===== src/rtl/core/fdem_pkg.sv =====
// ----------------------------------------------------------------------------
// fdem_pkg
// shared types and constants of the forward difference edge map
// ----------------------------------------------------------------------------
package fdem_pkg;

   localparam int CFG_BITS     = 11;
   localparam int CSR_IDX_BITS = 2;
   localparam int DIM_BITS     = 12;
   localparam int POS_BITS     = 10;
   localparam int OUT_BITS     = 9;

   typedef enum logic [1:0] {
      CHAN_RED   = 2'd0,
      CHAN_GREEN = 2'd1,
      CHAN_BLUE  = 2'd2,
      CHAN_NONE  = 2'd3
   } chan_sel_type;

   typedef enum logic [CSR_IDX_BITS-1:0] {
      CSR_IMAGE_WIDTH    = 2'd0,
      CSR_IMAGE_HEIGHT   = 2'd1,
      CSR_CHANNEL_SELECT = 2'd2
   } csr_reg_type;

   typedef struct packed {
      logic [DIM_BITS-1:0] width_last;
      logic [DIM_BITS-1:0] height_last;
      chan_sel_type        sel;
      logic                restart;
   } cfg_type;

endpackage


===== src/rtl/core/fdem_csr.sv =====
// ----------------------------------------------------------------------------
// fdem_csr
// configuration registers, effective geometry and frame restart
// ----------------------------------------------------------------------------
module fdem_csr #(
   parameter int MAX_WIDTH  = 1024,
   parameter int MAX_HEIGHT = 1024
) (
   input  logic                                clock,
   input  logic                                reset,
   input  logic                                csr_we,
   input  logic [fdem_pkg::CSR_IDX_BITS-1:0]   csr_index,
   input  logic [fdem_pkg::CFG_BITS-1:0]       csr_wdata,
   output fdem_pkg::cfg_type                   cfg
);
   import fdem_pkg::*;

   localparam logic [DIM_BITS:0] MaxW = (DIM_BITS+1)'(MAX_WIDTH);
   localparam logic [DIM_BITS:0] MaxH = (DIM_BITS+1)'(MAX_HEIGHT);
   localparam logic [DIM_BITS-1:0] ResetWLast =
      DIM_BITS'(((MAX_WIDTH < 640) ? MAX_WIDTH : 640) - 1);
   localparam logic [DIM_BITS-1:0] ResetHLast =
      DIM_BITS'(((MAX_HEIGHT < 480) ? MAX_HEIGHT : 480) - 1);

   logic [DIM_BITS-1:0] width_last_ff, width_last_in;
   logic [DIM_BITS-1:0] height_last_ff, height_last_in;
   chan_sel_type        sel_ff, sel_in;
   logic                restart;

   function automatic logic [DIM_BITS-1:0] eff_last(
      input logic [CFG_BITS-1:0] v,
      input logic [DIM_BITS:0]   maxv
   );
      logic [DIM_BITS:0] vw;
      logic [DIM_BITS:0] res;
      vw = (DIM_BITS+1)'(v);
      if (vw == '0) begin
         res = '0;
      end else if (vw > maxv) begin
         res = maxv - 1'b1;
      end else begin
         res = vw - 1'b1;
      end
      return res[DIM_BITS-1:0];
   endfunction

   always_comb begin
      width_last_in  = width_last_ff;
      height_last_in = height_last_ff;
      sel_in         = sel_ff;
      restart        = 1'b0;
      if (csr_we) begin
         unique case (csr_reg_type'(csr_index))
            CSR_IMAGE_WIDTH: begin
               width_last_in = eff_last(csr_wdata, MaxW);
               restart       = 1'b1;
            end
            CSR_IMAGE_HEIGHT: begin
               height_last_in = eff_last(csr_wdata, MaxH);
               restart        = 1'b1;
            end
            CSR_CHANNEL_SELECT: begin
               sel_in = chan_sel_type'(csr_wdata[1:0]);
            end
            default: begin
            end
         endcase
      end
   end

   always_ff @(posedge clock) begin
      if (reset) begin
         width_last_ff  <= ResetWLast;
         height_last_ff <= ResetHLast;
         sel_ff         <= CHAN_RED;
      end else begin
         width_last_ff  <= width_last_in;
         height_last_ff <= height_last_in;
         sel_ff         <= sel_in;
      end
   end

   assign cfg.width_last  = width_last_ff;
   assign cfg.height_last = height_last_ff;
   assign cfg.sel         = sel_ff;
   assign cfg.restart     = restart;

endmodule


===== config.mk =====
export PLATFORM = sky130hd
export DESIGN_NAME = fdem_csr
export DESIGN_NICKNAME = d
export VERILOG_FILES = /design/src/rtl/core/fdem_pkg.sv /design/src/rtl/core/fdem_csr.sv
export SDC_FILE = /design/constraint.sdc
export NUM_CORES = 1
export LEC_CHECK = 0
export ABC_AREA = 1
export BUFFER_PORTS_ARGS = -buffer_cell sky130_fd_sc_hd__buf_4
export CAP_MARGIN = 20
export CORE_ASPECT_RATIO = 1.5
export CORE_MARGIN = 2
export CORE_UTILIZATION = 53
export CTS_CLUSTER_SIZE = 24
export DETAILED_ROUTE_END_ITERATION = 6
export GPL_ROUTABILITY_DRIVEN = 0
export PLACE_DENSITY = 0.83
export SKIP_LAST_GASP = 1
export SYNTH_ARGS = -nofsm -noshare
export SYNTH_HDL_FRONTEND = slang
export SYNTH_SLANG_ARGS = --single-unit

===== constraint.sdc =====
create_clock -name clock -period 3.13 [get_ports clock]
set_input_delay 0.313 -clock clock [delete_from_list [all_inputs] [get_ports clock]]
set_output_delay 0.313 -clock clock [all_outputs]
set_load 0.01 [all_outputs]

==> reports/qor.yml <==
outcome:
  status: "finished, final reports clean"
routing:
  dr.first_iter.drc_count: 25
  via_count: 1330
  detail-route-antenna-nets: 0
  viasPerCell: 5.50
  routed_wl_mm: 3.01
  drt_first_pass_iters: 4
  wire_per_inst_microns: 12.4
  drc: 0
global_route:
  grtUsageMet1: 0.252
  grt_pass1_wl_mm: 5.06
  grt_util_met3: 0.0330
  grt_busiest_layer: "met2"
  grt_pass1_vias: 1256
  grtUsageTotal: 0.223
  antenna_found_initial: 0
  overflow: 0
  grt_max_degree: 18
  met2_usage: 0.400
layout:
  fin_util: 0.681
  fin_nets: 237
  fin_area_sq_um: 1650
  antenna_cells: 0
  fin_cells: 242
  layout-drive-gt1-share: 0.303
  fill_cells: 209
  syn2layout_area_growth_pct: 24.8
run:
  cap_violations: 0
logic_synthesis:
  post-synth-top-count-cell: "nand2_1"
  synth_top_area_share: 0.394
  synth_area_leaders: "dfxtp_1 39%, nand2_1 12%, a21oi_1 9.5%, nand3_1 6.4%, inv_1 4.0%"
  synth-main-ff-cell: "dfxtp_1"
  synth_edf_count: 0
  synth_cell_type_count: 28
  async_flop_share: 0
  synth_cells: 180
  synth_area_sq_um: 1320
  yosysSeqAreaShare: 0.394
  synth_commonest_cells: "43 x nand2_1, 26 x dfxtp_1, 25 x a21oi_1"
  syn_nets: 198
  synth-seq-cells: 26
  yosysWarnings: 0
  syn_avg_cell_area_sq_um: 7.35
  yosysTopAreaCell: "dfxtp_1"
sta:
  slew_violations: 0
  setup_tns_ps: 0
  hold_viol_final: 0
  worst_slew_pin_slew_ps: 383
  finalCritPeriodShare: 0.409
  clock.fmax_mhz: 782
  setup_viol: 0
  min_period_ps: 1280
  slew_headroom: 0.745
  rsz0062_at_grt: "false"
  finalClockSkew_ps: 0
cts:
  cts.sinks: 26
  cts_tree: "done"
  cts_resized: 0
  cts_buffer_depth: 2
  cts_root_buffer: "clkbuf_4"
  postCtsHoldBufs: 0
  insertion_delay_ps: 330
  post_cts_buffers: 0
  cts_buffers: 3
  clk_pin_slew_ps: 140
  htreeDepth: 1
floorplanning:
  core_sq_um: 2420
  num_rows: 22
  die_x_microns: 44.8
  io_pins: 43
  dieArea_sq_um: 2920
  die_h_microns: 65.2
  start_util: 0.546
placed_design:
  port-buffer-count: 42
  placedCellCount: 238
  place_area_sq_um: 1610
  hpwl_mm: 2.45
critical_path:
  critical_path_arrival_ps: 1490
  cp_max_fo: 11
  required_ps: 3340
  endpoint_kind: "flop"
  cp-start-kind: "input pin"
  criticalPathCategory: "input pin to flop"
power:
  vdd_drop_max_uv: 198
  power_mw: 0.651
  power.density_nw_per_um2: 394
  p_leak_nw: 0.790
worst_hold_path:
  hold_class: "input pin to flop"
==> logic make-up (layout without fill, tap and decap cells) <==
group | count (synthesis) | in the layout | synth area share
adders and majority gates | 2 | 2 | 0.0189
buffers and inverters | 26 | 64 | 0.0937
AOI/OAI and AO/OA | 42 | 42 | 0.167
DFF | 26 | 26 | 0.394
and+or+nand+nor | 82 | 82 | 0.314
xor gates and xnor gates | 2 | 2 | 0.0132
==> critical path, cell delays in order <==
cell and delay [ps]:
buf_4 110, inv_1 120, ha_1 160, nand2_1 60, nor2_2 120, nand2_4 100
nand2_2 200, nand3_1 120, nand2_1 110, a21oi_1 70
==> where the power goes <==
part	total [mW]	internal [mW]	switching [mW]	leakage (nW)
registers	0.357	0.348	0.00856	0.213
logic	0.124	0.0552	0.0691	0.556
clock network	0.170	0.0713	0.0989	0.0210
==> cell usage in the layout, fill, tap and decap left out <==
cell | netlist | final
nand3_2 | 3 | 3
xor2_1 | 1 | 1
buf_4 | 2 | 42
o21ai_1 | 5 | 5
o211ai_2 | 1 | 1
clkbuf_8 | 0 | 1
nor2_2 | 3 | 3
inv_4 | 1 | 1
a21oi_1 | 25 | 25
nand2_1 | 43 | 43
nand3_1 | 17 | 17
nor2_1 | 5 | 5
nor3_1 | 1 | 1
or2_2 | 1 | 1
o21ai_0 | 10 | 10
nor2_4 | 3 | 3
xnor2_1 | 1 | 1
nand2_2 | 3 | 3
dfxtp_1 | 26 | 26
clkbuf_4 | 0 | 3
nand4_1 | 1 | 1
inv_2 | 3 | 3
nand2_4 | 1 | 1
ha_1 | 2 | 2
inv_1 | 14 | 14
nor2_8 | 1 | 1
o21a_1 | 1 | 1
==> registers in the layout, summed over array words and instances, names as in the netlist <==
| signal | flops |
|---|---|
| height_last_ff | 12 |
| width_last_ff | 12 |
| sel_ff | 2 |
==> through the flow <==
step | hold WS (ps) | setup WS, ps
2_1_floorplan | 487 | 1800
4_1_cts | 271 | 1880
5_1_grt | 271 | 1690
3_5_place_dp | 465 | 1520
6_report | 263 | 1850
3_3_place_gp | 456 | 1550
==> metal layers <==
layer / up-vias / routed length (microns)
li1: 664 / -
met1: 617 / 1170
met2: 44 / 1650
met3: 5 / 150
met4: 0 / 48
met5: - / 0
==> layout make-up <==
type	count	area [sq um]	area share
clock buffer	4	36.3	0.0220
inverter	18	70.1	0.0425
multi-input combinational	128	678	0.411
sequential	26	520	0.315
tap	24	30.0	0.0182
timing repair buffer	42	315	0.191
==> worst paths after layout <==
kind                     start                end  slack (ps)  cells after the start
max               csr_wdata[0]   width_last_ff[7]        1850                     10
min               csr_wdata[1]          sel_ff[1]         260                      3
max reg2reg  height_last_ff[9]  height_last_ff[9]        2410                      2
min reg2reg   width_last_ff[5]   width_last_ff[5]         490                      2
(Power assumes the default switching activity.)
