File: src/rtl/core/fdem_pkg.sv
// ----------------------------------------------------------------------------
// fdem_pkg
// shared types and constants of the forward difference edge map
// ----------------------------------------------------------------------------
package fdem_pkg;

   localparam int CFG_BITS     = 11;
   localparam int CSR_IDX_BITS = 2;
   localparam int DIM_BITS     = 12;
   localparam int POS_BITS     = 10;
   localparam int OUT_BITS     = 9;

   typedef enum logic [1:0] {
      CHAN_RED   = 2'd0,
      CHAN_GREEN = 2'd1,
      CHAN_BLUE  = 2'd2,
      CHAN_NONE  = 2'd3
   } chan_sel_type;

   typedef enum logic [CSR_IDX_BITS-1:0] {
      CSR_IMAGE_WIDTH    = 2'd0,
      CSR_IMAGE_HEIGHT   = 2'd1,
      CSR_CHANNEL_SELECT = 2'd2
   } csr_reg_type;

   typedef struct packed {
      logic [DIM_BITS-1:0] width_last;
      logic [DIM_BITS-1:0] height_last;
      chan_sel_type        sel;
      logic                restart;
   } cfg_type;

endpackage

File: src/rtl/core/fdem_if.sv
// ----------------------------------------------------------------------------
// fdem_req_if / fdem_rsp_if
// valid/ready channels for pixel requests and edge map responses
// ----------------------------------------------------------------------------
interface fdem_req_if #(
   parameter int SAMPLE_BITS = 8
);
   logic                   valid;
   logic                   ready;
   logic [SAMPLE_BITS-1:0] chan_zero_in;
   logic [SAMPLE_BITS-1:0] chan_one_in;
   logic [SAMPLE_BITS-1:0] chan_two_in;

   modport source (output valid, chan_zero_in, chan_one_in, chan_two_in, input ready);
   modport sink (input valid, chan_zero_in, chan_one_in, chan_two_in, output ready);
endinterface

interface fdem_rsp_if;
   import fdem_pkg::*;

   logic                valid;
   logic                ready;
   logic [POS_BITS-1:0] out_row;
   logic [POS_BITS-1:0] out_column;
   logic [OUT_BITS-1:0] chan_zero_out;
   logic [OUT_BITS-1:0] chan_one_out;
   logic [OUT_BITS-1:0] chan_two_out;
   logic                last_of_step;
   logic                end_of_frame;

   modport source (output valid, out_row, out_column, chan_zero_out, chan_one_out,
                   chan_two_out, last_of_step, end_of_frame, input ready);
   modport sink (input valid, out_row, out_column, chan_zero_out, chan_one_out,
                 chan_two_out, last_of_step, end_of_frame, output ready);
endinterface

File: src/rtl/core/fdem_core.sv
// ----------------------------------------------------------------------------
// fdem_core
// raster counters, line store access, gradient stage and two-result output
// ----------------------------------------------------------------------------
module fdem_core #(
   parameter int MAX_WIDTH   = 1024,
   parameter int MAX_HEIGHT  = 1024,
   parameter int SAMPLE_BITS = 8
) (
   input  logic                             clock,
   input  logic                             reset,
   input  fdem_pkg::cfg_type                cfg,
   fdem_req_if.sink                         req_chan,
   fdem_rsp_if.source                       rsp_chan,
   output logic                             mem_we,
   output logic [$clog2(MAX_WIDTH)-1:0]     mem_waddr,
   output logic [3*SAMPLE_BITS-1:0]         mem_wdata,
   output logic                             mem_re,
   output logic [$clog2(MAX_WIDTH)-1:0]     mem_raddr,
   input  logic [3*SAMPLE_BITS-1:0]         mem_rdata
);
   import fdem_pkg::*;

   localparam int CW = $clog2(MAX_WIDTH);
   localparam int RW = (MAX_HEIGHT > 1) ? $clog2(MAX_HEIGHT) : 1;
   localparam int SB = SAMPLE_BITS;
   localparam int PW = 3 * SAMPLE_BITS;
   localparam int GW = SAMPLE_BITS + 1;

   logic [CW-1:0] col_ff, col_in;
   logic [RW-1:0] row_ff, row_in;
   logic          last_col, last_row, accept;
   logic [PW-1:0] cur;
   logic [PW-1:0] col0_ff;

   logic          p_valid_ff, p_valid_in;
   logic [RW-1:0] p_row_ff;
   logic [CW-1:0] p_col_ff;
   logic [PW-1:0] p_cur_ff, p_here0_ff, prev_right_ff;
   chan_sel_type  p_sel_ff;
   logic          p_last_col_ff, p_last_row_ff, p_has_above_ff;
   logic          p_needs_out, p_move;

   logic [PW-1:0] here;
   logic [SB-1:0] s_cur, s_here, s_right, d_down, d_right;
   logic [GW-1:0] grad;
   logic [GW-1:0] above [3];

   logic          o_valid_ff, o_valid_in;
   logic          o_phase_ff, o_phase_in;
   logic [RW-1:0] o_row_ff;
   logic [CW-1:0] o_col_ff;
   logic [GW-1:0] o_above_ff [3];
   logic [PW-1:0] o_cur_ff;
   logic          o_has_above_ff, o_has_cur_ff, o_last_col_ff;
   logic          o_show_above, o_take, o_done, o_free, o_load;

   logic [RW-1:0]          pos_row;
   logic [POS_BITS+RW-1:0] row_wide;
   logic [POS_BITS+CW-1:0] col_wide;
   logic [OUT_BITS+GW-1:0] chan_wide [3];

   // input side and raster position
   assign cur      = {req_chan.chan_two_in, req_chan.chan_one_in, req_chan.chan_zero_in};
   assign last_col = (col_ff == cfg.width_last[CW-1:0]);
   assign last_row = (row_ff == cfg.height_last[RW-1:0]);
   assign accept   = req_chan.valid && req_chan.ready;

   always_comb begin
      col_in = col_ff;
      row_in = row_ff;
      priority if (cfg.restart) begin
         col_in = '0;
         row_in = '0;
      end else if (accept) begin
         if (last_col) begin
            col_in = '0;
            row_in = last_row ? '0 : row_ff + 1'b1;
         end else begin
            col_in = col_ff + 1'b1;
         end
      end
   end

   // line store: write current pixel, fetch the right neighbor of the row above
   assign mem_we    = accept;
   assign mem_waddr = col_ff;
   assign mem_wdata = cur;
   assign mem_re    = accept;
   assign mem_raddr = col_ff + 1'b1;

   // gradient stage
   assign here = (p_col_ff == '0) ? p_here0_ff : prev_right_ff;

   always_comb begin
      unique case (p_sel_ff)
         CHAN_RED: begin
            s_cur   = p_cur_ff[SB-1:0];
            s_here  = here[SB-1:0];
            s_right = mem_rdata[SB-1:0];
         end
         CHAN_GREEN: begin
            s_cur   = p_cur_ff[2*SB-1:SB];
            s_here  = here[2*SB-1:SB];
            s_right = mem_rdata[2*SB-1:SB];
         end
         CHAN_BLUE: begin
            s_cur   = p_cur_ff[3*SB-1:2*SB];
            s_here  = here[3*SB-1:2*SB];
            s_right = mem_rdata[3*SB-1:2*SB];
         end
         CHAN_NONE: begin
            s_cur   = '0;
            s_here  = '0;
            s_right = '0;
         end
      endcase
   end

   assign d_down  = (s_cur > s_here) ? s_cur - s_here : s_here - s_cur;
   assign d_right = (s_right > s_here) ? s_right - s_here : s_here - s_right;
   assign grad    = {1'b0, d_down} + {1'b0, d_right};

   always_comb begin
      for (int k = 0; k < 3; k++) begin
         above[k] = {1'b0, here[k*SB +: SB]};
         if (p_sel_ff != CHAN_NONE && !p_last_col_ff && k == int'(p_sel_ff)) begin
            above[k] = grad;
         end
      end
   end

   // pipeline handshake
   assign o_show_above = o_has_above_ff && !o_phase_ff;
   assign o_take       = o_valid_ff && rsp_chan.ready;
   assign o_done       = o_take && !(o_show_above && o_has_cur_ff);
   assign o_free       = !o_valid_ff || o_done;
   assign p_needs_out  = p_has_above_ff || p_last_row_ff;
   assign p_move       = p_valid_ff && (!p_needs_out || o_free);
   assign o_load       = p_move && p_needs_out;
   assign req_chan.ready = !p_valid_ff || p_move;

   always_comb begin
      p_valid_in = p_valid_ff;
      if (accept) begin
         p_valid_in = 1'b1;
      end else if (p_move) begin
         p_valid_in = 1'b0;
      end
      o_valid_in = o_valid_ff;
      if (o_load) begin
         o_valid_in = 1'b1;
      end else if (o_done) begin
         o_valid_in = 1'b0;
      end
      o_phase_in = o_phase_ff;
      if (o_load) begin
         o_phase_in = 1'b0;
      end else if (o_take && o_show_above && o_has_cur_ff) begin
         o_phase_in = 1'b1;
      end
   end

   always_ff @(posedge clock) begin
      if (reset) begin
         col_ff     <= '0;
         row_ff     <= '0;
         p_valid_ff <= 1'b0;
         o_valid_ff <= 1'b0;
         o_phase_ff <= 1'b0;
      end else begin
         col_ff     <= col_in;
         row_ff     <= row_in;
         p_valid_ff <= p_valid_in;
         o_valid_ff <= o_valid_in;
         o_phase_ff <= o_phase_in;
      end
   end

   always_ff @(posedge clock) begin
      if (accept && col_ff == '0) begin
         col0_ff <= cur;
      end
      if (accept) begin
         p_row_ff       <= row_ff;
         p_col_ff       <= col_ff;
         p_cur_ff       <= cur;
         p_here0_ff     <= col0_ff;
         p_sel_ff       <= cfg.sel;
         p_last_col_ff  <= last_col;
         p_last_row_ff  <= last_row;
         p_has_above_ff <= (row_ff != '0);
      end
      if (p_move) begin
         prev_right_ff <= mem_rdata;
      end
      if (o_load) begin
         o_row_ff       <= p_row_ff;
         o_col_ff       <= p_col_ff;
         o_above_ff     <= above;
         o_cur_ff       <= p_cur_ff;
         o_has_above_ff <= p_has_above_ff;
         o_has_cur_ff   <= p_last_row_ff;
         o_last_col_ff  <= p_last_col_ff;
      end
   end

   // response fields
   assign pos_row  = o_show_above ? o_row_ff - 1'b1 : o_row_ff;
   assign row_wide = {{POS_BITS{1'b0}}, pos_row};
   assign col_wide = {{POS_BITS{1'b0}}, o_col_ff};

   always_comb begin
      for (int k = 0; k < 3; k++) begin
         chan_wide[k] = o_show_above ? {{OUT_BITS{1'b0}}, o_above_ff[k]}
                                     : {{OUT_BITS{1'b0}}, 1'b0, o_cur_ff[k*SB +: SB]};
      end
   end

   assign rsp_chan.valid         = o_valid_ff;
   assign rsp_chan.out_row       = row_wide[POS_BITS-1:0];
   assign rsp_chan.out_column    = col_wide[POS_BITS-1:0];
   assign rsp_chan.chan_zero_out = chan_wide[0][OUT_BITS-1:0];
   assign rsp_chan.chan_one_out  = chan_wide[1][OUT_BITS-1:0];
   assign rsp_chan.chan_two_out  = chan_wide[2][OUT_BITS-1:0];
   assign rsp_chan.last_of_step  = o_show_above ? !o_has_cur_ff : 1'b1;
   assign rsp_chan.end_of_frame  = o_show_above ? 1'b0 : o_last_col_ff;

   a_above_row_nonzero: assert property (@(posedge clock) disable iff (reset)
      o_valid_ff && o_show_above |-> o_row_ff != '0)
      else $error("row above emitted from the first row");

   a_col_in_range: assert property (@(posedge clock) disable iff (reset)
      col_ff <= cfg.width_last[CW-1:0])
      else $error("column counter beyond image width");

   a_stall_blocks_req: assert property (@(posedge clock) disable iff (reset)
      p_valid_ff && !p_move |-> !req_chan.ready)
      else $error("request taken while gradient stage is stalled");

   a_stall_holds_stage: assert property (@(posedge clock) disable iff (reset)
      p_valid_ff && !p_move |=> p_valid_ff && $stable(p_col_ff) && $stable(p_row_ff))
      else $error("stalled gradient stage lost its transaction");

   a_eof_is_last: assert property (@(posedge clock) disable iff (reset)
      rsp_chan.valid && rsp_chan.end_of_frame |-> rsp_chan.last_of_step)
      else $error("end of frame on a non-final response");

endmodule

File: src/flat_wrapper.sv
// flat-port wrapper written by rule: the top's interface ports become plain ports
module fdem_core_flat import fdem_pkg::*;
#(
   parameter int MAX_WIDTH   = 1024,
   parameter int MAX_HEIGHT  = 1024,
   parameter int SAMPLE_BITS = 8
)
  (clock, reset, cfg, mem_we, mem_waddr, mem_wdata, mem_re, mem_raddr, mem_rdata, req_chan_valid, req_chan_chan_zero_in, req_chan_chan_one_in, req_chan_chan_two_in, req_chan_ready, rsp_chan_valid, rsp_chan_out_row, rsp_chan_out_column, rsp_chan_chan_zero_out, rsp_chan_chan_one_out, rsp_chan_chan_two_out, rsp_chan_last_of_step, rsp_chan_end_of_frame, rsp_chan_ready);
  fdem_req_if #(.SAMPLE_BITS(SAMPLE_BITS)) req_chan_i ();
  fdem_rsp_if rsp_chan_i ();
  input  logic clock;
  input  logic reset;
  input  fdem_pkg::cfg_type cfg;
  output logic mem_we;
  output logic [$clog2(MAX_WIDTH)-1:0] mem_waddr;
  output logic [3*SAMPLE_BITS-1:0] mem_wdata;
  output logic mem_re;
  output logic [$clog2(MAX_WIDTH)-1:0] mem_raddr;
  input  logic [3*SAMPLE_BITS-1:0] mem_rdata;
  input wire logic [$bits(req_chan_i.valid)-1:0] req_chan_valid;
  input wire logic [$bits(req_chan_i.chan_zero_in)-1:0] req_chan_chan_zero_in;
  input wire logic [$bits(req_chan_i.chan_one_in)-1:0] req_chan_chan_one_in;
  input wire logic [$bits(req_chan_i.chan_two_in)-1:0] req_chan_chan_two_in;
  output wire logic [$bits(req_chan_i.ready)-1:0] req_chan_ready;
  output wire logic [$bits(rsp_chan_i.valid)-1:0] rsp_chan_valid;
  output wire logic [$bits(rsp_chan_i.out_row)-1:0] rsp_chan_out_row;
  output wire logic [$bits(rsp_chan_i.out_column)-1:0] rsp_chan_out_column;
  output wire logic [$bits(rsp_chan_i.chan_zero_out)-1:0] rsp_chan_chan_zero_out;
  output wire logic [$bits(rsp_chan_i.chan_one_out)-1:0] rsp_chan_chan_one_out;
  output wire logic [$bits(rsp_chan_i.chan_two_out)-1:0] rsp_chan_chan_two_out;
  output wire logic [$bits(rsp_chan_i.last_of_step)-1:0] rsp_chan_last_of_step;
  output wire logic [$bits(rsp_chan_i.end_of_frame)-1:0] rsp_chan_end_of_frame;
  input wire logic [$bits(rsp_chan_i.ready)-1:0] rsp_chan_ready;
  assign req_chan_i.valid = req_chan_valid;
  assign req_chan_i.chan_zero_in = req_chan_chan_zero_in;
  assign req_chan_i.chan_one_in = req_chan_chan_one_in;
  assign req_chan_i.chan_two_in = req_chan_chan_two_in;
  assign req_chan_ready = req_chan_i.ready;
  assign rsp_chan_valid = rsp_chan_i.valid;
  assign rsp_chan_out_row = rsp_chan_i.out_row;
  assign rsp_chan_out_column = rsp_chan_i.out_column;
  assign rsp_chan_chan_zero_out = rsp_chan_i.chan_zero_out;
  assign rsp_chan_chan_one_out = rsp_chan_i.chan_one_out;
  assign rsp_chan_chan_two_out = rsp_chan_i.chan_two_out;
  assign rsp_chan_last_of_step = rsp_chan_i.last_of_step;
  assign rsp_chan_end_of_frame = rsp_chan_i.end_of_frame;
  assign rsp_chan_i.ready = rsp_chan_ready;
  fdem_core #(.MAX_WIDTH(MAX_WIDTH), .MAX_HEIGHT(MAX_HEIGHT), .SAMPLE_BITS(SAMPLE_BITS)) u_core (.clock(clock), .reset(reset), .cfg(cfg), .req_chan(req_chan_i), .rsp_chan(rsp_chan_i), .mem_we(mem_we), .mem_waddr(mem_waddr), .mem_wdata(mem_wdata), .mem_re(mem_re), .mem_raddr(mem_raddr), .mem_rdata(mem_rdata));
endmodule
File: config.mk
export PLATFORM = sky130hd
export DESIGN_NAME = fdem_core_flat
export DESIGN_NICKNAME = d
export VERILOG_FILES = /design/src/rtl/core/fdem_pkg.sv /design/src/rtl/core/fdem_if.sv /design/src/rtl/core/fdem_core.sv /design/src/flat_wrapper.sv
export SDC_FILE = /design/constraint.sdc
export NUM_CORES = 1
export LEC_CHECK = 0
export BUFFER_PORTS_ARGS = -buffer_cell sky130_fd_sc_hd__buf_4
export CAP_MARGIN = 40
export CELL_PAD_IN_SITES_DETAIL_PLACEMENT = 1
export CELL_PAD_IN_SITES_GLOBAL_PLACEMENT = 1
export CORE_ASPECT_RATIO = 0.8
export CORE_MARGIN = 2
export CORE_UTILIZATION = 44
export CTS_CLUSTER_DIAMETER = 30
export DETAILED_ROUTE_END_ITERATION = 10
export PLACE_DENSITY = 0.87
export RECOVER_POWER = 50
export SETUP_SLACK_MARGIN = 0.15
export SLEW_MARGIN = 25
export SYNTH_ARGS = -nofsm -noshare
export SYNTH_HDL_FRONTEND = slang
export SYNTH_SLANG_ARGS = --single-unit
File: constraint.sdc
create_clock -name clock -period 9.98 [get_ports clock]
set_input_delay 0.499 -clock clock [delete_from_list [all_inputs] [get_ports clock]]
set_output_delay 0.499 -clock clock [all_outputs]
set_load 0.03 [all_outputs]
==> results by group, run 1 <==
STA
  – Maximum clock frequency: 161 MHz
  – Post-layout min period: 6.23 ns
  – Final worst path period share: 62.4%
  – Min Hold Slack: 0.161 ns
  – Final hold violation count: 0
  – Slew Viols, Final: 25
  – RSZ-0062 raised after global routing: no
  – Final setup TNS: 0 ns
  – Max_slew headroom: -16.0%
  – Final setup fails: 0
  – Worst slew pin tran: 1.74 ns
  – Setup Skew: 0.0301 ns

Die
  – Die width: 180 µm
  – Initial core utilization: 44.7%
  – Row count: 51
  – I/O pin count: 176
  – Area of the die: 26,000 µm²
  – Core ar.: 24,300 µm²
  – Die height: 144 µm

CTS
  – Num CTS Buffers: 40
  – H-tree Lvls: 2
  – Setup Buffers After CTS: 0
  – Deepest clock path buffer count: 3
  – CTS Hold Bufs: 0
  – Post-cts sizing count: 0
  – # clock sinks: 218
  – Root buf cell: clkbuf_16
  – Clock Latency Late Sink: 0.54 ns
  – CTS tree: yes
  – Clk pin slew, worst setup/hold paths: 0.05 ns

Logic synthesis
  – Xor and xnor area share after synthesis: 4.28%
  – Main synth FF type: edfxtp_1
  – Post-synthesis mux area share: 6.58%
  – Register area share after synthesis: 58.2%
  – Simple-gate share of the synthesized area: 11.5%
  – Main combinational cell family by area after synthesis: simple AND/OR/NAND/NOR gates
  – Syn Nets: 1,022
  – YS warnings: 0
  – FFs w/ async S/R, synth: 0%
  – EDFF count, synth: 195
  – Mapped Area: 10,900 µm²
  – Post-Syn Instances: 895
  – Synthesized area per cell: 12.1 µm²
  – Cell variety after synth: 64
  – Adder-cell share of the synthesized area: 5.88%
  – Synth Register Bits: 218
  – Area fraction in compound gates after synthesis: 8.91%

GRT
  – Largest net degree at the start of global routing: 45
  – First-pass GRT wire length: 49,000 µm
  – Vias in the first global route: 8,569
  – Gr busiest metal: met2
  – M1 GR Usage: 30.5%
  – M2 GR Usage: 42.8%
  – Initial antenna violation count: 0
  – Met3 usage: 5.14%
  – GRT Total Usage: 24.8%
  – GRT overflow: 0

Power
  – Psw: 0.000917 W
  – PD cells: 228 nW/µm²
  – Leak: 5.43 nW
  – Seq pwr share: 35.2%
  – Total Power: 0.00304 W
  – Combinational share of power: 20.4%
  – Clk pwr share: 44.4%
  – Switch share: 30.2%
  – Peak supply drop: 131 µV
  – Int Power: 0.00212 W

Setup path
  – Worst Path Arrival: 6.46 ns
  – RR Endpoint: u_core.o_above_ff[6]$_DFFE_PP_
  – R2r worst-path depth: 19
  – Setup CP Type: reg2reg
  – CP endpoint kind: register
  – Crit path from: u_core.p_col_ff[1]$_DFFE_PP_
  – Crit Path Max Fanout: 26
  – Crit path required time: 10.21 ns
  – FF-to-FF Start: u_core.p_col_ff[1]$_DFFE_PP_
  – Critical Path Source Type: register
  – FF-to-FF setup slack: 3.75 ns

Min path
  – WHS Endpoint: u_core.p_valid_ff$_SDFFE_PP0P_
  – HP Start: reset
  – Worst Hold Depth: 2
  – Min-Delay Path Class: in2reg

Placed design
  – Gp weighted congestion: 0.871
  – Buffers on Ports: 171
  – Placed cell areas: 12,300 µm²
  – Detailed placer's ending HPWL: 21,800 µm

Detailed routing
  – Vias: 8,054
  – Iteration-0 DRC Markers: 572
  – DR vias/cell: 5.72
  – First-pass DRT Iterations: 5
  – DRC viols: 0
  – Routed WL: 32,300 µm
  – Wire per inst: 22.9 µm
  – Detail Route Antenna Nets: 0

Finish
  – Layout area overhead: 22.6%
  – Final instance area: 13,300 µm²
  – Commonest non-fill, non-tap cell in the layout: edfxtp_1
  – Final core utilization: 54.7%
  – Diodes inserted: 0
  – Layout Nets: 1,188
  – FILL cells: 2,523
  – Most frequent cells in the layout: 195 x edfxtp_1, 122 x nand2_1, 92 x clkbuf_1
  – Layout cells sized above 1: 16.8%

Run
  – Max Cap Viol: 1

Outcome
  – Status: complete, but fails checks
  – Failing checks: capacitance limit, slew limit
-- power by group through the flow --
stage	combinational [W]	sequential (W)	clock (W)
2_1_floorplan	0.000398	0.00108	0
3_3_place_gp	0.000580	0.00108	0
3_5_place_dp	0.000612	0.00109	0
4_1_cts	0.000626	0.00107	0.00137
5_1_grt	0.000668	0.00107	0.00141
6_report	0.000620	0.00107	0.00135
-- synth_stat cells, types with 3 or more instances --
library cell | number | area share [%]
a211oi_1 | 5 | 0.35
a21o_1 | 12 | 0.83
a21oi_1 | 48 | 2.2
a221oi_1 | 3 | 0.24
a22o_1 | 5 | 0.40
a31o_1 | 5 | 0.40
a31oi_1 | 6 | 0.35
a32o_1 | 5 | 0.46
a32oi_1 | 4 | 0.32
and2_1 | 4 | 0.23
and3_1 | 8 | 0.46
buf_2 | 11 | 0.51
buf_4 | 26 | 1.8
clkbuf_1 | 22 | 0.76
dfxtp_1 | 23 | 4.2
edfxtp_1 | 195 | 54
fa_1 | 5 | 0.92
ha_1 | 43 | 5.0
inv_1 | 40 | 1.4
mux2_2 | 7 | 0.73
mux2i_1 | 59 | 5.4
nand2_1 | 122 | 4.2
nand2b_1 | 5 | 0.29
nand3_1 | 15 | 0.69
nand3b_1 | 4 | 0.28
nand4_1 | 7 | 0.40
nor2_1 | 44 | 1.5
nor3_1 | 19 | 0.88
nor4_1 | 11 | 0.63
o211ai_1 | 3 | 0.21
o21a_1 | 6 | 0.41
o21ai_0 | 28 | 1.3
o21ai_2 | 3 | 0.24
or4_1 | 3 | 0.21
xnor2_1 | 17 | 1.4
xor2_1 | 36 | 2.9
-- flip-flops by register name (all words and copies together), names as in the netlist, 2 cells and up --
register and count:
u_core.o_cur_ff 24, u_core.rsp_chan.out_column 10, u_core.col0_ff 24, u_core.prev_right_ff 24
u_core.p_row_ff 10, u_core.row_ff 10, u_core.p_here0_ff 24, u_core.p_col_ff 10
u_core.p_sel_ff 2, u_core.mem_waddr 10, u_core.p_cur_ff 24, u_core.o_row_ff 10
u_core.o_above_ff 27
-- cell type report --
cell class,count,area [µm²],area share (%)
clock buffer,46,1080,8.08
clock inverter,25,280,2.11
inverter,42,164,1.23
multi-input combinational,574,4010,30.1
sequential,218,6320,47.5
tap,318,398,2.99
timing repair buffer,185,1060,7.98
-- worst max path at each step --
stage / cells after the start / slack (ns) / endpoint
4_1_cts: 19 / 3.87 / u_core.o_above_ff[6]$_DFFE_PP_
6_report: 19 / 3.75 / u_core.o_above_ff[6]$_DFFE_PP_
5_1_grt: 19 / 3.47 / u_core.o_above_ff[24]$_DFFE_PP_
2_1_floorplan: 3 / 5.11 / u_core.o_above_ff[0]$_DFFE_PP_
3_5_place_dp: 19 / 3.94 / u_core.o_above_ff[6]$_DFFE_PP_
3_3_place_gp: 19 / 3.91 / u_core.o_above_ff[26]$_SDFFCE_PN0P_
-- critical path: stages, from the launching register on --
cell      delay, ns
edfxtp_1       0.39
nor4_1         0.47
nand3_1        0.16
buf_4          0.32
mux2i_1        0.20
mux2i_1        0.34
a21o_1         0.21
ha_1           0.18
inv_1          0.06
fa_1           0.39
a21oi_1        0.26
o22ai_1        0.18
o21ai_2        0.49
mux2_2         0.44
fa_1           0.44
a21o_1         0.20
a21oi_1        0.31
nor3_1         0.11
a211oi_1       0.60
mux2i_1        0.15
-- cell families (layout without fill, tap and decap cells) --
family | Yosys count | after routing
and+or+nand+nor | 259 | 259
buffers and inverters | 103 | 298
xor gates and xnor gates | 53 | 53
AOI/OAI and AO/OA | 146 | 146
muxes | 68 | 68
DFF | 218 | 218
adders and majority gates | 48 | 48
-- layer usage --
metal / wire length (µm) / up-vias / part of all wire, %
met3: 2050 / 95 / 6.4
met5: 0 / - / 0
met4: 1250 / 0 / 3.9
met1: 13400 / 4024 / 42
met2: 15600 / 341 / 48
li1: - / 3594 / -
-- stage by stage --
| stage | setup WS (ns) | std cells |
|---|---|---|
| 6_report | 3.75 | 1408 |
| 2_1_floorplan | 5.11 | 895 |
| 4_1_cts | 3.87 | 1407 |
| 3_5_place_dp | 3.94 | 1336 |
| 5_1_grt | 3.47 | 1408 |
| 3_3_place_gp | 3.91 | 1333 |
Note: power is estimated with default switching activity, not from simulation.
==> run 2: changes to the inputs <==
Settings changed: ABC_AREA from default to 1, CORE_UTILIZATION 44 to 40, PLACE_DENSITY 0.87 to 0.86.
Clock period 9.98 ns to 5.31 ns, I/O delays scaled along.
==> run 2 against run 1 <==
Against the previous run:
- the run still ends with capacitance limit, slew limit left
- clock skew rose by 0.0036 ns
- combinational power rose by 100%
- power grew 85%
- clock-buffer cell count is 6 higher
- critical path depth up 2
- core utilization down 3.4 points
- clock power rose by 76%
- via count grew 19%
- synthesized area increased by 5.2%
- wire length increased by 19%
==> results by group, run 2 <==
Outcome
  – Status: complete, but fails checks
  – Failing checks: capacitance limit, slew limit

Finish
  – FF+latch area: 6320 µm² (unchanged)
  – Largest register by flop count: u_core.o_above_ff
  – Commonest non-fill, non-tap cell in the layout: nand2_1
  – Layout cells sized above 1: 15.7% (-1.1 points)
  – Layout area overhead: 26.9%
  – Post-route insts no fill: 1,837 (+30%)
  – FILL cells: 3,250 (+29%)
  – Final instance area: 14,500 µm² (+8.9%)
  – Layout Nets: 1,563 (+32%)
  – Most frequent cells in the layout: 342 x nand2_1, 195 x edfxtp_1, 131 x inv_1
  – Multi-input logic area: 4240 µm² (+5.6%)
  – Largest register FFs: 27 (unchanged)

CTS
  – CTS tree: yes
  – Clock Latency Late Sink: 0.53 ns (about the same)
  – Deepest clock path buffer count: 3 (unchanged)
  – H-tree Lvls: 2 (unchanged)
  – Num CTS Buffers: 39 (-2.5%)
  – Setup Buffers After CTS: 0 (unchanged)
  – Clk pin slew, worst setup/hold paths: 0.06 ns (about the same)
  – Root buf cell: clkbuf_16
  – # clock sinks: 218 (unchanged)

Logic synthesis
  – Syn Nets: 1,325 (+30%)
  – Largest area contributor in the netlist: edfxtp_1
  – Synthesized area per cell: 9.53 µm² (-21%)
  – Main synth FF type: edfxtp_1
  – Cell variety after synth: 45 (-30%)
  – Synth Register Bits: 218 (unchanged)
  – Post-synth top area share: 51.3% (-2.7 points)
  – Register area share after synthesis: 55.3% (-2.9 points)
  – YS warnings: 0 (unchanged)
  – Most common cell in the synthesized netlist: nand2_1
  – FFs w/ async S/R, synth: 0% (unchanged)
  – Post-Syn Instances: 1,198 (+34%)
  – EDFF count, synth: 195 (unchanged)
  – Most area-consuming cells after synthesis: edfxtp_1 51%, nand2_1 11%, ha_1 4.7%
  – List of most frequent post-synthesis cells: 341 x nand2_1, 195 x edfxtp_1, 130 x inv_1, 73 x nand3_1, 64 x nor2_1
  – Mapped Area: 11,400 µm² (+5.2%)

Setup path
  – Critical Path Source Type: register
  – Worst Path Arrival: 5.09 ns (-1.37 ns)
  – CP endpoint kind: register
  – Setup CP Type: reg2reg
  – Crit path required time: 5.57 ns (-4.64 ns)
  – Crit Path Max Fanout: 17 (-35%)

Detailed routing
  – Iteration-0 DRC Markers: 542 (-5.2%)
  – Detail Route Antenna Nets: 0 (unchanged)
  – Wire per inst: 20.9 µm (-8.9%)
  – DRC viols: 0 (unchanged)
  – Routed WL: 38,400 µm (+19%)
  – First-pass DRT Iterations: 5 (unchanged)
  – DR vias/cell: 5.22 (-8.8%)
  – Vias: 9,588 (+19%)

GRT
  – Initial antenna violation count: 2 (+2)
  – GRT overflow: 0 (unchanged)
  – GRT Total Usage: 25.5% (+0.78 points)
  – First-pass GRT wire length: 57,900 µm (+18%)
  – Largest net degree at the start of global routing: 39 (-13%)
  – Vias in the first global route: 10,500 (+22%)

Die
  – Area of the die: 29,900 µm² (+15%)
  – Die height: 155 µm (+7.4%)
  – Row count: 55 (+7.8%)
  – I/O pin count: 176 (unchanged)
  – Initial core utilization: 40.5% (-4.2 points)
  – Die width: 193 µm (+7.4%)
  – Core ar.: 28,200 µm² (+16%)

Power
  – Peak supply drop: 193 µV (+48%)
  – Leak: 6.35 nW (+17%)
  – PD cells: 389 nW/µm² (+70%)

Placed design
  – Dpl ws: 0.300 ns (-3.64 ns)
  – Gp weighted congestion: 0.897 (+3.0%)
  – Buffers on Ports: 171 (unchanged)
  – Placed insts: 1,713 (+28%)
  – Placed cell areas: 13,000 µm² (+5.8%)
  – Detailed placer's ending HPWL: 27,300 µm (+25%)

STA
  – Final hold violation count: 0 (unchanged)
  – Worst slew pin tran: 1.99 ns (+0.254 ns)
  – Max_slew headroom: -32.9% (-17 points)
  – Slew Viols, Final: 34 (+36%)
  – Final worst path period share: 91.1% (+29 points)
  – Final Worst Setup Slack: 0.475 ns (-3.28 ns)
  – Post-layout min period: 4.84 ns (-1.39 ns)
  – Setup Skew: 0.0337 ns (+0.00360 ns)
  – Maximum clock frequency: 207 MHz (+29%)
  – Final setup fails: 0 (unchanged)
  – RSZ-0062 raised after global routing: no
  – Final setup TNS: 0 ns (unchanged)

Min path
  – Min-Delay Path Class: in2reg

Run
  – Max Cap Viol: 1 (unchanged)
run 2: changes by cell type after synthesis, moves of 19 or more:
cell and delta:
inv_1 +90, nand3_1 +58, nand2_1 +219, or2_2 +19
nor2_1 +20, mux2i_1 -57
run 2: path summary, 6_finish.rpt:
kind,start,endpoint,slack [ns],cells past startpoint
max,u_core.p_col_ff[2]$_DFFE_PP_,u_core.o_above_ff[6]$_DFFE_PP_,0.47,21
min,rsp_chan_ready,u_core.p_valid_ff$_SDFFE_PP0P_,0.15,4
max reg2reg,u_core.p_col_ff[2]$_DFFE_PP_,u_core.o_above_ff[6]$_DFFE_PP_,0.47,21
min reg2reg,u_core.p_row_ff[7]$_DFFE_PP_,u_core.o_row_ff[7]$_DFFE_PP_,0.42,0
run 2: cell type report:
cell class              instances  share of cell area (%)
clock buffers                  52                    7.35
repair buffers                247                    11.5
multi-input cells             783                    29.2
inverters                     147                    3.83
flip-flops and latches        218                    43.6
well taps                     370                    3.19
diodes                          2                  0.0345
clock inverters                18                    1.23
run 2: cells by family after synthesis:
group,count (synthesis),share of synthesized area (%)
simple gates,561,21.6
buf+inv,197,7.68
flops,218,55.3
fa+ha+maj,48,5.59
xor+xnor,38,2.91
compound gates,134,6.69
mux,2,0.175
run 2: per-layer routing:
metal	vias to the layer above	global-route usage, %	part of all wire (%)
met5	-	0	0
met4	0	10.3	4.0
met3	111	4.42	5.8
met2	384	44.4	49
met1	4681	31.5	41
li1	4412	-	-
run 2: stage by stage:
stage	total power, W	utilization (%)	hold slack (ns)
after floorplan	0.00281	-	0.335
after global placement	0.00317	46.1	0.401
after detailed placement	0.00324	46.2	0.405
after CTS	0.00565	52.4	0.156
after global routing	0.00586	51.4	0.167
final	0.00563	51.4	0.150
run 2: power breakdown:
group / internal (W) / switching (W) / total (W)
logic: 0.000405 / 0.000837 / 0.00124
clock network: 0.00151 / 0.000860 / 0.00237
registers: 0.00198 / 0.0000407 / 0.00202
total: 0.00390 / 0.00174 / 0.00563
run 2: worst max-delay path, cell delays in order (launching register included):
cell and delay (ns):
edfxtp_1 0.41, nor2_1 0.13, nand3_1 0.14, nor2_4 0.15, inv_2 0.16, or2_2 0.34, o211ai_1 0.15, nand3_2 0.17
ha_1 0.25, fa_1 0.45, o21ai_4 0.23, nand2_1 0.07, nand2_1 0.08, nand2_2 0.16, inv_4 0.15, o21ai_0 0.16
fa_1 0.50, nand3_1 0.11, nand2_1 0.11, a21oi_1 0.23, xor2_2 0.30, mux2i_1 0.12
run 2: what timing repair did:
| action | in CTS | in global routing |
|---|---|---|
| endpoints found under the hold margin | 75 | 0 |
| resized for setup | 0 | 6 |
| setup endpoints to repair | 0 | 4 |
| hold buffers | 51 | 0 |
